--- src/sv/pngunf_pkg.sv ---
// shared types and constants for the png scanline unfilter
`timescale 1ns / 1ps

package pngunf_pkg;

  localparam int unsigned BYTE_W  = 8;
  localparam int unsigned WIDTH_W = 14;  // line_width_pixels register
  localparam int unsigned PIX_W   = 4;   // bytes_per_pixel register
  localparam int unsigned LEN_W   = WIDTH_W + PIX_W;
  localparam int unsigned CFG_W   = WIDTH_W;

  // configuration register indexes
  localparam logic CFG_LINE_WIDTH  = 1'b0;
  localparam logic CFG_PIXEL_BYTES = 1'b1;

  typedef enum logic [BYTE_W-1:0] {
    FILT_NONE  = 8'd0,
    FILT_SUB   = 8'd1,
    FILT_UP    = 8'd2,
    FILT_AVG   = 8'd3,
    FILT_PAETH = 8'd4
  } filter_e;

  typedef struct packed {
    logic              bad_filter;
    logic              last_of_row;
    logic [BYTE_W-1:0] out_byte;
  } res_t;

endpackage

--- src/sv/pngunf_recon.sv ---
// filter type decode and byte reconstruction (none, sub, up, average, paeth)
`timescale 1ns / 1ps

module pngunf_recon (
  input  logic [pngunf_pkg::BYTE_W-1:0] filter_i,
  input  logic [pngunf_pkg::BYTE_W-1:0] x_i,
  input  logic [pngunf_pkg::BYTE_W-1:0] a_i,
  input  logic [pngunf_pkg::BYTE_W-1:0] b_i,
  input  logic [pngunf_pkg::BYTE_W-1:0] c_i,
  output logic [pngunf_pkg::BYTE_W-1:0] r_o,
  output logic                          bad_o
);
  import pngunf_pkg::*;

  logic signed [BYTE_W+1:0] p, pa, pb, pc;
  logic [BYTE_W:0]          ab_sum;
  logic [BYTE_W-1:0]        avg;
  logic [BYTE_W-1:0]        paeth;

  always_comb begin
    p  = $signed({2'b00, a_i}) + $signed({2'b00, b_i}) - $signed({2'b00, c_i});
    pa = p - $signed({2'b00, a_i});
    pb = p - $signed({2'b00, b_i});
    pc = p - $signed({2'b00, c_i});
    if (pa < 0) pa = -pa;
    if (pb < 0) pb = -pb;
    if (pc < 0) pc = -pc;
    if (pa <= pb && pa <= pc) begin
      paeth = a_i;
    end else if (pb <= pc) begin
      paeth = b_i;
    end else begin
      paeth = c_i;
    end
  end

  assign ab_sum = {1'b0, a_i} + {1'b0, b_i};
  assign avg    = ab_sum[BYTE_W:1];

  always_comb begin
    bad_o = 1'b0;
    case (filter_i)
      FILT_NONE:  r_o = x_i;
      FILT_SUB:   r_o = x_i + a_i;
      FILT_UP:    r_o = x_i + b_i;
      FILT_AVG:   r_o = x_i + avg;
      FILT_PAETH: r_o = x_i + paeth;
      default: begin
        r_o   = x_i;
        bad_o = 1'b1;
      end
    endcase
  end

endmodule

--- config.mk ---
export PLATFORM = sky130hd
export DESIGN_NAME = pngunf_recon
export DESIGN_NICKNAME = d
export VERILOG_FILES = /design/src/sv/pngunf_pkg.sv /design/src/sv/pngunf_recon.sv
export SDC_FILE = /design/constraint.sdc
export NUM_CORES = 1
export LEC_CHECK = 0
export BUFFER_PORTS_ARGS = -buffer_cell sky130_fd_sc_hd__buf_2
export CAP_MARGIN = 40
export CORE_ASPECT_RATIO = 0.9
export CORE_MARGIN = 8
export CORE_UTILIZATION = 40
export DETAILED_ROUTE_END_ITERATION = 8
export PLACE_DENSITY = 0.61
export SETUP_SLACK_MARGIN = 0.4
export SLEW_MARGIN = 25
export SYNTH_ARGS = -nofsm -noshare
export SYNTH_HDL_FRONTEND = slang
export SYNTH_SLANG_ARGS = --single-unit
--- constraint.sdc ---
create_clock -name vclk -period 14.55
set_input_delay 2.91 -clock vclk [all_inputs]
set_output_delay 2.91 -clock vclk [all_outputs]
set_load 0.03 [all_outputs]
==> flow_summary.ini <==
[status]
status = finished clean

[timing]
setup_viol = 0
drv_slew = 0
finalHoldViolCount = 0
fin_crit_ns = 13.95
worst_pin_slew_ns = 0.657
min_period_over_period_pct = 95.9
slew_headroom_pct = 56.1
fin_ws_ns = 0.599
rsz0062_at_grt = true
timing.fmax_ghz = 0.0717

[critical_path]
cp_common_cell = a21o_1
cp-start-kind = input port
critPathCaptureType = primary output
critPathKind = input port to primary output
cpPeakStageDelay_ns = 0.56
cp.arrival_ns = 11.04
crit_slowest_cell = fa_1
critPathMaxFanout = 5
cp.required_ns = 11.64

[yosys]
synth_top_area_share_pct = 21.0
synthCells = 593
yosysSeqAreaShare_pct = 0
syn_area_per_cell_um2 = 7.55
netlist_area_um2 = 4480
synth_area_leader_cell = ha_1
synth_area_leaders = ha_1 21%, xnor2_1 6.1%, fa_1 5.8%, inv_1 5.1%, a21oi_1 4.4%
syn_nets = 721
ys_warn_count = 0
ys_types = 86

[grt]
antenna_found_initial = 0
gr-usage-all-layers_pct = 19.4
met1_usage_pct = 26.6
grt_pass1_wl_mm = 23.7
gr-usage-met3_pct = 1.41
grt-ovfl-total = 0
use_met2_pct = 32.7
grt_max_degree = 19
grt_pass1_vias = 4568
top_usage_layer = met2

[place]
gp_congestion = 0.896
port_buffers = 49
dp_slack_ns = -0.116
hpwl_mm = 12.6

[drt]
antenna_left = 0
first_pass_iters = 5
drtIter0Drc = 319
num_vias = 4863
drt_wl_total_mm = 15.1
drcViolationCount = 0
viasPerCell = 5.92
wire_per_inst_um = 18.3

[final_layout]
drive_gt1_share_pct = 29.0
antenna_cells = 0
clock_buffers = 0
design.seq.count = 0
fillers = 1035
mostFrequentLayoutCells = 60 x ha_1, 48 x inv_1, 47 x nor2_1, 44 x buf_2, 36 x buf_4
syn_to_final_growth_pct = 26.9
final_common_cell = ha_1
nets = 800
regArea_um2 = 0
multi_input_area_um2 = 4690

[worst_hold_path]
min_from = x_i[4]
min_to = r_o[4]
hold_path_class = input port to primary output
hold_path_depth = 4

[cts]
hold_buffers = 0

[die]
chipHeight_um = 116
die_w_um = 128
die_area_um2 = 14800
ios = 49
coreArea_um2 = 10900
start_util_pct = 41.2
row_count = 36

[job]
cap_violations = 0
## what timing repair did
action / 4_1_cts / 5_1_grt
setup buffers: 3 / 16
resized for setup: 13 / 105
cloned: 0 / 1
pin swaps: 3 / 51
setup endpoints to repair: 2 / 4
## worst max-delay path, delay by kind of cell
family	cells	cell delay, ns
adder cells (fa/ha/maj)	5	1.51
XOR/XNOR	2	0.40
AO/OA/AOI/OAI	17	3.45
multiplexers	2	0.30
buffers and inverters	8	0.87
AND/OR/NAND/NOR	10	1.58
## area by class of cell
class	instances	area share [%]
Inverter	61	4.16
Multi-Input combinational cell	524	82.6
Timing Repair Buffer	85	9.87
Tap cell	152	3.35
## stage by stage
| stage | hold WS, ns | TNS (ns) | cells | utilization (%) | cell area, um^2 |
|---|---|---|---|---|---|
| after floorplan | 6.05 | 0 | 593 | - | 4480 |
| after global placement | 6.19 | 0 | 802 | 45.9 | 4980 |
| after detailed placement | 6.20 | -0.116 | 802 | 45.9 | 4980 |
| after CTS | 6.20 | 0 | 805 | 46.9 | 5090 |
| after global routing | 6.22 | 0 | 822 | 52.3 | 5680 |
| final | 6.20 | 0 | 822 | 52.3 | 5680 |
## worst max-delay path by stage
stage	endpoint	startpoint	cells after the start
after floorplan	r_o[7]	a_i[2]	39
after global placement	r_o[7]	a_i[1]	44
after detailed placement	r_o[7]	a_i[1]	39
after CTS	r_o[7]	a_i[1]	42
after global routing	r_o[7]	b_i[1]	41
final	r_o[7]	b_i[1]	44
## Yosys cell counts, types with 8 or more instances
cell type  number
ha_1           75
inv_1          61
nor2_1         52
a21oi_1        39
nand2_1        34
xnor2_1        31
o21ai_0        29
xor2_1         22
nand3_1        16
a21o_1         13
fa_1           13
nand4_1        11
nor2b_1        11
o21a_1         11
mux2i_1         9
nand2b_1        8
## cell families after synthesis
kind of cell               count (synthesis)  synth area share (%)
buffers and inverters                     70                  6.37
xor gates and xnor gates                  55                  11.4
and+or+nand+nor                          185                  21.4
AOI/OAI and AO/OA                        184                  31.5
muxes                                     11                  2.52
adders and majority gates                 88                  26.8
## metal layers
layer	vias to the layer above	share of wire (%)
li1	2355	-
met1	2334	47
met2	151	46
met3	23	4.8
met4	0	2.2
met5	-	0
Power is left out: the tool's default activity adds up to more than one toggle a clock period on the data nets, which glitch-free logic cannot reach.
