$ cat src/sv/pngunf_pkg.sv
// shared types and constants for the png scanline unfilter
`timescale 1ns / 1ps

package pngunf_pkg;

  localparam int unsigned BYTE_W  = 8;
  localparam int unsigned WIDTH_W = 14;  // line_width_pixels register
  localparam int unsigned PIX_W   = 4;   // bytes_per_pixel register
  localparam int unsigned LEN_W   = WIDTH_W + PIX_W;
  localparam int unsigned CFG_W   = WIDTH_W;

  // configuration register indexes
  localparam logic CFG_LINE_WIDTH  = 1'b0;
  localparam logic CFG_PIXEL_BYTES = 1'b1;

  typedef enum logic [BYTE_W-1:0] {
    FILT_NONE  = 8'd0,
    FILT_SUB   = 8'd1,
    FILT_UP    = 8'd2,
    FILT_AVG   = 8'd3,
    FILT_PAETH = 8'd4
  } filter_e;

  typedef struct packed {
    logic              bad_filter;
    logic              last_of_row;
    logic [BYTE_W-1:0] out_byte;
  } res_t;

endpackage

$ cat src/sv/pngunf_slot_calc.sv
// bit-serial column modulo pixel size, rerun after each register write
`timescale 1ns / 1ps

module pngunf_slot_calc #(
  parameter int unsigned CW = 13
) (
  input  logic                         clk_i,
  input  logic                         rst_ni,
  input  logic                         start_i,
  input  logic [CW-1:0]                col_i,
  input  logic [pngunf_pkg::PIX_W-1:0] pix_i,
  output logic                         busy_o,
  output logic                         done_o,
  output logic [pngunf_pkg::PIX_W-1:0] rem_o
);
  import pngunf_pkg::*;

  localparam int unsigned BW = (CW > 1) ? $clog2(CW) : 1;

  logic             busy_q, busy_d;
  logic [BW-1:0]    bit_q, bit_d;
  logic [PIX_W-1:0] rem_q, rem_d;
  logic [PIX_W-1:0] rem_sh;

  // restoring remainder, one column bit per cycle from the top
  always_comb begin
    rem_sh = {rem_q[PIX_W-2:0], col_i[bit_q]};
    if (rem_sh >= pix_i) begin
      rem_sh = rem_sh - pix_i;
    end
  end

  always_comb begin
    busy_d = busy_q;
    bit_d  = bit_q;
    rem_d  = rem_q;
    if (start_i) begin
      busy_d = 1'b1;
      bit_d  = BW'(CW - 1);
      rem_d  = '0;
    end else if (busy_q) begin
      rem_d = rem_sh;
      bit_d = bit_q - 1'b1;
      if (bit_q == '0) begin
        busy_d = 1'b0;
      end
    end
  end

  always_ff @(posedge clk_i or negedge rst_ni) begin
    if (!rst_ni) begin
      busy_q <= 1'b0;
      bit_q  <= '0;
      rem_q  <= '0;
    end else begin
      busy_q <= busy_d;
      bit_q  <= bit_d;
      rem_q  <= rem_d;
    end
  end

  assign busy_o = busy_q;
  assign done_o = busy_q && (bit_q == '0) && !start_i;
  assign rem_o  = rem_sh;

endmodule

$ cat config.mk
export PLATFORM = sky130hd
export DESIGN_NAME = pngunf_slot_calc
export DESIGN_NICKNAME = d
export VERILOG_FILES = /design/src/sv/pngunf_pkg.sv /design/src/sv/pngunf_slot_calc.sv
export SDC_FILE = /design/constraint.sdc
export NUM_CORES = 1
export LEC_CHECK = 0
export BUFFER_PORTS_ARGS = -buffer_cell sky130_fd_sc_hd__buf_4
export CORE_MARGIN = 8
export CORE_UTILIZATION = 40
export DETAILED_ROUTE_END_ITERATION = 10
export PLACE_DENSITY = 0.72
export SYNTH_ARGS = -nofsm -noshare
export SYNTH_HDL_FRONTEND = slang
export SYNTH_SLANG_ARGS = --single-unit
$ cat constraint.sdc
create_clock -name clk_i -period 3.6 [get_ports clk_i]
set_input_delay 0.72 -clock clk_i [delete_from_list [all_inputs] [get_ports clk_i]]
set_output_delay 0.72 -clock clk_i [all_outputs]
set_load 0.005 [all_outputs]
==> results by group <==
Timing
  • Tcrit/Tclk final: 104%
  • Worst-margin pin slew: 358 ps
  • Final hold slack: 268 ps
  • Setup Viol. Count Final: 4
  • Max Slew Vio Count: 0
  • Max frequency: 0.266 GHz
  • Worst slew margin: 76.1%
  • RSZ-0062 raised after global routing: yes
  • Clk_skew: 2.98 ps
  • Min cycle time layout: 3750 ps
  • Worst Setup Slack, final: -153 ps
  • Final Hold Viols: 0

Power and ir drop
  • Clock Power Share: 10.1%
  • Total Power: 0.686 mW
  • Switching power total: 0.256 mW
  • Internal Power: 0.430 mW
  • Max IR drop VDD: 0.305 mV
  • Lkg Pwr: 0.563 nW
  • Combinational Power Share: 68.9%
  • Reg power frac: 21.0%
  • Switching Share: 37.4%
  • Power Density: 623 nW/um^2

Worst setup path
  • Crit path arrival time: 3030 ps
  • CP Launch Type: primary input
  • CP Max Fanout: 2
  • Setup CP Type: in2out
  • R2R depth: 15
  • Critical Path Sink Type: output port
  • Crit path from: col_i[7]
  • Reg2reg end: rem_q[2]$_DFFE_PN0P_
  • Critical Path RT: 2880 ps
  • Worst r2r src: bit_q[1]$_DFFE_PN0P_
  • R2r setup slk: 550 ps

Clocking
  • Worst-case clock buffer depth: 2
  • H-tree levels: 1
  • Clock slew at reported path FFs: 50 ps
  • CTS tree: done
  • Root buffer cell: clkbuf_4
  • Clock net sink count: 8
  • CTS Buf Count: 3
  • Clock latency on the worst-skew pair: 260 ps

Floorplan
  • Row cnt: 15
  • Die Y-Extent: 59.5 um
  • Initial Util: 43.3%
  • Core ar.: 1750 um^2
  • Die width: 59.5 um
  • Top Ports: 26
  • Die area: 3540 um^2

Final layout
  • Layout net count: 148
  • Diode count: 0
  • Area Growth Syn to Fin: 45.7%
  • Share of layout cells above drive strength 1: 47.5%
  • Fin util: 63.1%

GRT
  • Largest net degree at the start of global routing: 12
  • GR Util All Layers: 13.3%
  • First-pass GRT wire length: 3.54 mm
  • Vias in the first global route: 814
  • Initial antenna violation count: 0
  • GRT overflow: 0

Yosys
  • Mapped cell area: 756 um^2
  • Yosys warns: 0
  • Mapped Nets: 110
  • Avg Cell Area, Syn: 9.00 um^2
  • Seq cells post-synth: 8
  • Gate Count Post-Synth: 84
  • Yosys cell types: 35
  • Sequential area share after synthesis: 26.5%

Run status
  • Status: complete, but fails checks
  • Failing checks: setup timing

Detailed routing
  • Vias: 769
  • Drt pass-1 iters: 4
  • Final WL: 2.19 mm
  • Post-DRT Antenna Nets: 0
  • Via/cell ratio: 5.30
  • Initial drt markers: 12
  • DRC Markers: 0
  • WL/cell: 15.1 um

Place
  • Buffers on Ports: 25
  • Gpl congestion: 0.773
  • HPWL Detailed: 1.62 mm

Worst hold path
  • Worst min-delay path class: in2async

Job
  • MaxCap Viol Count: 0
## cell families after synthesis
kind of cell | count (synthesis) | share of synthesized area, %
simple gates | 26 | 19.0
xor+xnor | 2 | 2.32
flops | 8 | 26.5
fa+ha+maj | 6 | 10.9
compound gates | 21 | 21.2
buf+inv | 14 | 8.94
mux | 7 | 11.1
## area by class of cell
class	count	area, um^2
clock buffers	3	22.5
fillers	166	644
inverters	11	41.3
multi-input cells	62	512
flip-flops and latches	8	201
well taps	25	31.3
repair buffers	36	293
## per-stage QoR
stage | TNS [ps] | worst slack (ps) | std cells | cell area [um^2]
after floorplan | 0 | 77.1 | 84 | 756
after global placement | -293 | -137 | 137 | 993
after detailed placement | -598 | -222 | 137 | 993
after CTS | -313 | -121 | 142 | 1070
after global routing | -851 | -235 | 145 | 1100
final | -513 | -153 | 145 | 1100
## worst max-delay path, stage by stage
cell and delay [ps]:
buf_6 90, mux4_2 450, nand2b_4 160, a32oi_2 200, ha_2 230, inv_2 40
fa_2 350, buf_4 140, buf_4 130, and2_4 130, a21oi_2 130, o22a_1 160
buf_4 110
## worst max path at each step
stage / endpoint / cells after the start / slack [ps]
4_1_cts: rem_o[1] / 11 / -120
6_report: rem_o[2] / 13 / -150
2_1_floorplan: rem_o[1] / 9 / 80
3_5_place_dp: rem_o[1] / 11 / -220
5_1_grt: rem_o[0] / 12 / -240
3_3_place_gp: rem_o[1] / 11 / -140
## registers in the layout, summed over array words and instances, names as in the netlist
name / cells
bit_q: 4
busy_o: 1
rem_q: 3
## Yosys cell counts
cell type	count	area, um^2
inv_1	11	41.3
dfrtp_1	8	200
nand2_1	7	26.3
a21oi_1	5	25.0
ha_1	5	62.6
mux2i_1	5	50.1
nor2_1	5	18.8
and3_1	3	18.8
o21ai_0	3	15.0
a31oi_1	2	12.5
and2_1	2	12.5
buf_6	2	22.5
nand3_1	2	10.0
or2_2	2	12.5
xnor2_1	2	17.5
a2111oi_2	1	15.0
a211oi_1	1	7.51
a21boi_0	1	7.51
a21o_2	1	8.76
a221o_1	1	10.0
a32oi_2	1	16.3
and4bb_2	1	12.5
clkbuf_1	1	3.75
fa_1	1	20.0
mux2_2	1	11.3
mux4_2	1	22.5
nand2b_4	1	13.8
nor2b_1	1	6.26
nor3_1	1	5.00
nor3b_1	1	7.51
o211a_1	1	10.0
o21a_1	1	7.51
o221ai_1	1	8.76
o22a_1	1	8.76
o31ai_1	1	7.51
## cell usage in the layout, fill, tap and decap left out, drive strengths merged
cell type | netlist | layout
a2111oi | 1 | 1
a211oi | 1 | 1
a21boi | 1 | 1
a21o | 1 | 1
a21oi | 5 | 5
a221o | 1 | 1
a31oi | 2 | 2
a32oi | 1 | 1
and2 | 2 | 2
and3 | 3 | 3
and4bb | 1 | 1
buf | 2 | 36
clkbuf | 1 | 3
dfrtp | 8 | 8
fa | 1 | 1
ha | 5 | 5
inv | 11 | 11
mux2 | 1 | 1
mux2i | 5 | 5
mux4 | 1 | 1
nand2 | 7 | 7
nand2b | 1 | 1
nand3 | 2 | 2
nor2 | 5 | 5
nor2b | 1 | 1
nor3 | 1 | 1
nor3b | 1 | 1
o211a | 1 | 1
o21a | 1 | 1
o21ai | 3 | 3
o221ai | 1 | 1
o22a | 1 | 1
o31ai | 1 | 1
or2 | 2 | 2
xnor2 | 2 | 2
## power groups by stage
stage                     sequential [mW]  combinational, mW  clock (mW)
after floorplan                     0.131              0.238           0
after global placement              0.141              0.380           0
after detailed placement            0.143              0.391           0
after CTS                           0.143              0.443      0.0749
after global routing                0.148              0.513      0.0783
final                               0.144              0.473      0.0693
## layer usage
| metal | up-vias | global-route usage, % | wire (um) |
|---|---|---|---|
| li1 | 374 | - | - |
| met1 | 368 | 13.5 | 866 |
| met2 | 23 | 23.6 | 1180 |
| met3 | 4 | 3.90 | 125 |
| met4 | 0 | 7.17 | 25 |
| met5 | - | 0 | 0 |
## repair_timing
| item | CTS | global route |
|---|---|---|
| hold buffers | 0 | 0 |
| endpoints found under the setup margin | 4 | 4 |
| buffers inserted | 2 | 3 |
| pin swaps | 3 | 3 |
| gates resized for setup | 13 | 4 |
| cloned | 0 | 0 |
Power figures use the tool's default switching activity.
