===== src/sv/pngunf_pkg.sv =====
// shared types and constants for the png scanline unfilter
`timescale 1ns / 1ps

package pngunf_pkg;

  localparam int unsigned BYTE_W  = 8;
  localparam int unsigned WIDTH_W = 14;  // line_width_pixels register
  localparam int unsigned PIX_W   = 4;   // bytes_per_pixel register
  localparam int unsigned LEN_W   = WIDTH_W + PIX_W;
  localparam int unsigned CFG_W   = WIDTH_W;

  // configuration register indexes
  localparam logic CFG_LINE_WIDTH  = 1'b0;
  localparam logic CFG_PIXEL_BYTES = 1'b1;

  typedef enum logic [BYTE_W-1:0] {
    FILT_NONE  = 8'd0,
    FILT_SUB   = 8'd1,
    FILT_UP    = 8'd2,
    FILT_AVG   = 8'd3,
    FILT_PAETH = 8'd4
  } filter_e;

  typedef struct packed {
    logic              bad_filter;
    logic              last_of_row;
    logic [BYTE_W-1:0] out_byte;
  } res_t;

endpackage


===== src/sv/pngunf_out_buf.sv =====
// two-entry result buffer between the reconstruction and the output stream
`timescale 1ns / 1ps

module pngunf_out_buf (
  input  logic               clk_i,
  input  logic               rst_ni,
  input  logic               in_valid_i,
  output logic               in_ready_o,
  input  pngunf_pkg::res_t   in_data_i,
  output logic               out_valid_o,
  input  logic               out_ready_i,
  output pngunf_pkg::res_t   out_data_o
);
  import pngunf_pkg::*;

  res_t       entry_q [2];
  logic       wr_ptr_q, rd_ptr_q;
  logic [1:0] count_q, count_d;
  logic       push, pop;

  assign in_ready_o  = (count_q != 2'd2);
  assign out_valid_o = (count_q != 2'd0);
  assign out_data_o  = entry_q[rd_ptr_q];
  assign push        = in_valid_i && in_ready_o;
  assign pop         = out_valid_o && out_ready_i;

  always_comb begin
    count_d = count_q;
    if (push && !pop) begin
      count_d = count_q + 2'd1;
    end else if (pop && !push) begin
      count_d = count_q - 2'd1;
    end
  end

  always_ff @(posedge clk_i) begin
    if (push) begin
      entry_q[wr_ptr_q] <= in_data_i;
    end
  end

  always_ff @(posedge clk_i or negedge rst_ni) begin
    if (!rst_ni) begin
      wr_ptr_q <= 1'b0;
      rd_ptr_q <= 1'b0;
      count_q  <= 2'd0;
    end else begin
      if (push) wr_ptr_q <= !wr_ptr_q;
      if (pop)  rd_ptr_q <= !rd_ptr_q;
      count_q <= count_d;
    end
  end

endmodule


===== config.mk =====
export PLATFORM = sky130hd
export DESIGN_NAME = pngunf_out_buf
export DESIGN_NICKNAME = d
export VERILOG_FILES = /design/src/sv/pngunf_pkg.sv /design/src/sv/pngunf_out_buf.sv
export SDC_FILE = /design/constraint.sdc
export NUM_CORES = 1
export LEC_CHECK = 0
export ABC_AREA = 1
export BUFFER_PORTS_ARGS = -buffer_cell sky130_fd_sc_hd__buf_4
export CORE_AREA = 2 2 66 68
export DETAILED_ROUTE_END_ITERATION = 12
export DIE_AREA = 0 0 68 70
export GPL_TIMING_DRIVEN = 0
export PLACE_DENSITY_LB_ADDON = 0.1
export SYNTH_ARGS = -nofsm -noshare
export SYNTH_HDL_FRONTEND = slang
export SYNTH_SLANG_ARGS = --single-unit

===== constraint.sdc =====
create_clock -name clk_i -period 1.6 [get_ports clk_i]
set_input_delay 0.32 -clock clk_i [delete_from_list [all_inputs] [get_ports clk_i]]
set_output_delay 0.32 -clock clk_i [all_outputs]
set_load 0.02 [all_outputs]

==> flow_summary.ini, run 1 <==
[critical_path]
crit_start = rd_ptr_q$_DFFE_PN0P_
cp_top_family = flip-flops
end_kind = output pin
path_buf_inv = 3
crit_required_ps = 1280
cpMostUsedCell = nand2_1
cp_max_fo = 10
critPathSlowestCell = dfrtp_1
start_kind = register
worstPathCellList = inv_1, buf_6, nand2_1, nand2_1, buf_4
reg2reg_slack_ps = 160
critPathArrivalTime_ps = 1180
timing.rr.end = entry_q[0][9]$_DFFE_PP_
critPathKind = reg -> out
regToRegStartpoint = count_q[0]$_DFFE_PN0P_
max_stage_delay_ps = 410
reg2reg_depth = 4

[logic_synthesis]
synth_seq_area_share = 0.719
netlist_area_um2 = 975
yosysMostFrequentCell = nand2_1
yosys_warnings = 0
synth_common_cells = 36 x nand2_1, 20 x edfxtp_1, 5 x inv_1
synth_edf_count = 20
synth-seq-cells = 24
synth_nets = 96
synth_top_area_frac = 0.616
yosys-top-cells-area = edfxtp_1 62%, nand2_1 14%, dfrtp_1 10%
netlist_instances = 81
ys.flop_type = edfxtp_1
async_flop_share = 0.167
yosys.area.top_type = edfxtp_1
synth_cell_types = 15
syn_avg_cell_area_um2 = 12.0

[drt]
drtIter0Drc = 10
first_pass_iters = 4
drc = 0
ant_nets = 0
vias_per_cell = 3.73
wire_per_inst_um = 10.6
vias = 608
routed_wl_mm = 1.72

[clocking]
post-cts-setup-buffers = 0
cts_tree = yes
clock-sinks = 24
cts.clk_slew.worst_paths_ps = 80
clk-insertion-delay-late_ps = 250
cts_root_buffer = clkbuf_8
cts_buffer_depth = 2
cts_buffers = 3
htreeDepth = 1

[floorplanning]
die_x_um = 68
die-area_um2 = 4760
row_count = 24
die_h_um = 70
core_area_um2 = 4140
start_util = 0.235
ioPinCount = 26

[grt]
grt_pass1_wl_mm = 2.67
grt_max_degree = 15
antenna_found_initial = 0
grt_pass1_vias = 625
overflow = 0
track_usage = 0.0793

[finish]
fin_cells = 163
fillers = 427
areaGrowthSynthToFinish_pct = 35.4
n_antenna_cell = 0
multiInputGateArea_um2 = 236
drive_gt1_frac = 0.360
regArea_um2 = 701
num-nets-final = 127
postLayoutCellArea_um2 = 1320

[min_path]
hp-class = in -> reg
hold-path-endpoint = entry_q[1][2]$_DFFE_PP_
worstHoldPathCells = 1
hp-start = in_data_i[2]

[sta]
finalSetupViolCount = 0
rsz0062_at_grt = no
setup_ws_ps = 101
worstMarginPinSlew_ps = 590
maxSlewHeadroom = 0.606
final_max_slew_viol_count = 0
max_freq_ghz = 0.667
min_period_ps = 1500
fin_crit_sh = 0.937
clock_skew_ps = 0.996
hold_viol_final = 0

[power]
power_leakage_nw = 0.588
power_density_nw_per_um2 = 1920
irDropWorstVdd_mv = 0.949
p_total_mw = 2.53

[placement]
place_ws_ps = -162
dp_hpwl_mm = 1.23
io_buffers = 25
gp_congestion = 0.693
placed_area_um2 = 1230
dp_cells = 158

[run]
maxCapViolCount = 0

[run_status]
status = finished clean
-- per-stage QoR --
stage          hold slack [ps]  TNS, ps   util
2_1_floorplan             24.4        0      -
3_3_place_gp               123    -3490  0.296
3_5_place_dp               123    -2750  0.296
4_1_cts                    234        0  0.318
5_1_grt                    228        0  0.319
6_report                   244        0  0.319
-- state kept, by name (all words and copies together), names as in the netlist --
register  count
rd_ptr_q      1
entry_q      20
count_q       2
wr_ptr_q      1
-- worst reg2reg max path, stage by stage (launching register included) --
cell     delay, ps
dfrtp_1        400
inv_2           80
nand2_4         70
nand2_4         70
nor2_2         460
-- cells by family (layout without fill, tap and decap cells) --
| family | count (synthesis) | count (layout) | synth area share |
|---|---|---|---|
| xor gates and xnor gates | 2 | 2 | 0.0257 |
| DFF | 24 | 24 | 0.719 |
| buffers and inverters | 9 | 39 | 0.0436 |
| adders and majority gates | 1 | 1 | 0.0128 |
| and+or+nand+nor | 45 | 45 | 0.199 |
-- layout make-up --
class / count / area share
clock inverter: 1 / 0.0227
tap: 52 / 0.0493
inverter: 7 / 0.0199
sequential: 24 / 0.531
clock buffer: 3 / 0.0313
multi-input combinational: 48 / 0.179
buffer: 2 / 0.0171
timing repair buffer: 26 / 0.150
-- worst max-delay path by stage --
| stage | endpoint | slack (ps) | cells past startpoint |
|---|---|---|---|
| after CTS | out_data_o[7] | 60 | 5 |
| final | out_data_o[7] | 100 | 5 |
| after global placement | entry_q[0][8]$_DFFE_PP_ | -180 | 4 |
| after global routing | out_data_o[7] | 20 | 5 |
| after detailed placement | entry_q[0][8]$_DFFE_PP_ | -160 | 4 |
| after floorplan | entry_q[0][0]$_DFFE_PP_ | 160 | 4 |
-- routing by layer --
layer  wire, µm  up-vias  global-route usage
met5          0        -                   0
met4         31        0              0.0533
met3        129        2              0.0193
met2        877       16               0.138
met1        681      270              0.0800
li1           -      320                   -
-- where the power goes --
group | switching [mW] | internal (mW) | total (mW)
Combinational | 0.653 | 0.427 | 1.08
Clock | 0.173 | 0.334 | 0.507
Sequential | 0.0733 | 0.869 | 0.942
-- repair_timing --
action	CTS	global route
setup endpoints to repair	25	1
resized for setup	3	1
endpoints found under the hold margin	4	0
hold buffers	1	0
-- cells in the final DEF, fill, tap and decap left out --
| master | instances |
|---|---|
| buf_6 | 2 |
| nand3_1 | 2 |
| edfxtp_1 | 20 |
| bufinv_16 | 1 |
| nand2_1 | 36 |
| inv_1 | 5 |
| nor2_2 | 2 |
| xor2_2 | 1 |
| nand2_4 | 2 |
| clkbuf_8 | 3 |
| buf_4 | 25 |
| dlygate4sd3_1 | 1 |
| nand2_2 | 2 |
| ha_1 | 1 |
| inv_2 | 2 |
| nand4_1 | 1 |
| xnor2_1 | 1 |
| dfrtp_1 | 4 |
No activity file was read; power rests on OpenSTA's default activity.
==> run 2, diff against run 1 <==
- CORE_AREA: 2 2 66 68 -> 2 2 51 88
- DIE_AREA: 0 0 68 70 -> 0 0 53 90
==> run 2 against run 1 <==
  * Largest cell class unchanged
  * Setup slack improved by 16 ps
  * Clock power decreased by 33%
  * Fmax increased by 1.1%
  * Design area decreased by 2.3%
  * Critical endpoint is now out_data_o[0]
  * Total power decreased by 6.7%
  * Wire length increased by 0.81%
  * Die area increased by 0.21%
  * Highest routed layer unchanged
  * Largest power group unchanged
==> flow_summary.ini, run 2 (synthesis results as in run 1) <==
[run_status]
status = finished clean

[grt]
grt_pass1_wl_mm = 2.99
overflow = 0
grt_pass1_vias = 637
grt_max_degree = 14
track_usage = 0.0860
antenna_found_initial = 0

[drt]
ant_nets = 0
drc = 0
routed_wl_mm = 1.73
vias_per_cell = 3.87
vias = 619
first_pass_iters = 4
drtIter0Drc = 22
wire_per_inst_um = 10.8

[clocking]
cts_tree = yes
clock-sinks = 24
clk-insertion-delay-late_ps = 250
cts_root_buffer = clkbuf_8
cts_buffers = 3
cts_buffer_depth = 2
cts.clk_slew.worst_paths_ps = 80
htreeDepth = 1

[floorplanning]
start_util = 0.239
die_x_um = 53
row_count = 31
die_h_um = 90
die-area_um2 = 4770
core_area_um2 = 4070
ioPinCount = 26

[placement]
gp_congestion = 0.597
dp_cells = 155
dp_hpwl_mm = 1.25
placed_area_um2 = 1220
io_buffers = 25

[critical_path]
start_kind = register
crit_required_ps = 1280
critPathKind = reg -> out
cp_max_fo = 10
critPathArrivalTime_ps = 1160
end_kind = output pin

[power]
power_leakage_nw = 0.575
power_density_nw_per_um2 = 1830
irDropWorstVdd_mv = 1.01

[sta]
finalSetupViolCount = 0
hold_slack_ps = 244
max_freq_ghz = 0.674
hold_viol_final = 0
min_period_ps = 1480
fin_crit_sh = 0.927
final_max_slew_viol_count = 0
rsz0062_at_grt = no
maxSlewHeadroom = 0.606
tns_ps = 0
clock_skew_ps = 2.06
worstMarginPinSlew_ps = 591

[finish]
reg_top3 = entry_q x20, count_q x2
largest-register = entry_q
fin_cells = 160
areaGrowthSynthToFinish_pct = 32.3
drive_gt1_frac = 0.351
n_antenna_cell = 0
layout_commonest_cell = nand2_1
postLayoutCellArea_um2 = 1290
largest_reg_flops = 20
final_cell_mix = 36 x nand2_1, 25 x buf_4, 20 x edfxtp_1, 5 x inv_1, 4 x dfrtp_1
num-nets-final = 127

[min_path]
hp-class = in -> reg

[run]
maxCapViolCount = 0
[run 2: cell types whose count changed in the layout (fill, tap and decap cells not counted)]
cell       before  now
bufinv_16       1    0
clkinv_1        0    1
[run 2: where the power goes]
part | switching, mW | internal [mW]
clock network | 0.168 | 0.171
logic | 0.651 | 0.427
registers | 0.0752 | 0.869
total | 0.894 | 1.47
[run 2: area by class of cell]
class	count	area, µm²
Buffer	2	22.5
Clock buffer	3	41.3
Clock inverter	1	3.75
Fill cell	420	2780
Inverter	7	26.3
Multi-Input combinational cell	48	236
Sequential cell	24	701
Tap cell	49	61.3
Timing Repair Buffer	26	198
[run 2: per-stage QoR]
stage                      util  power [mW]  worst slack (ps)
after floorplan               -        1.62               159
after global placement    0.300        2.02              -138
after detailed placement  0.300        2.04              -176
after CTS                 0.316        2.41              45.1
after global routing      0.317        2.55              5.88
final                     0.317        2.36               117
[run 2: critical path, stage by stage (launching register included)]
cell and delay, ps:
dfrtp_1 410, inv_1 100, buf_6 150, nand2_1 60, nand2_1 60, buf_4 130
[run 2: path summary, 6_finish.rpt]
check,startpoint,end,slack [ps],depth (start not counted)
worst max-delay path,rd_ptr_q$_DFFE_PN0P_,out_data_o[0],120,5
worst min-delay path,in_data_i[1],entry_q[0][1]$_DFFE_PP_,240,1
worst max register to register,count_q[0]$_DFFE_PN0P_,entry_q[0][2]$_DFFE_PP_,160,4
worst min register to register,count_q[0]$_DFFE_PN0P_,count_q[0]$_DFFE_PN0P_,530,1
max in group asynchronous,rst_ni,rd_ptr_q$_DFFE_PN0P_,1110,2
min in group asynchronous,rst_ni,wr_ptr_q$_DFFE_PN0P_,390,2
[run 2: repair_timing]
| item | 4_1_cts | 5_1_grt |
|---|---|---|
| resized for setup | 3 | 1 |
| hold buffers | 1 | 0 |
| setup buffers | 0 | 0 |
| hold endpoints to repair | 4 | 0 |
| endpoints found under the setup margin | 30 | 9 |
[run 2: routing by layer]
| metal | global-route usage | wire length (µm) |
|---|---|---|
| met4 | 0.0449 | 21 |
| met2 | 0.146 | 973 |
| met1 | 0.102 | 671 |
| met3 | 0.00997 | 67 |
| met5 | 0 | 0 |
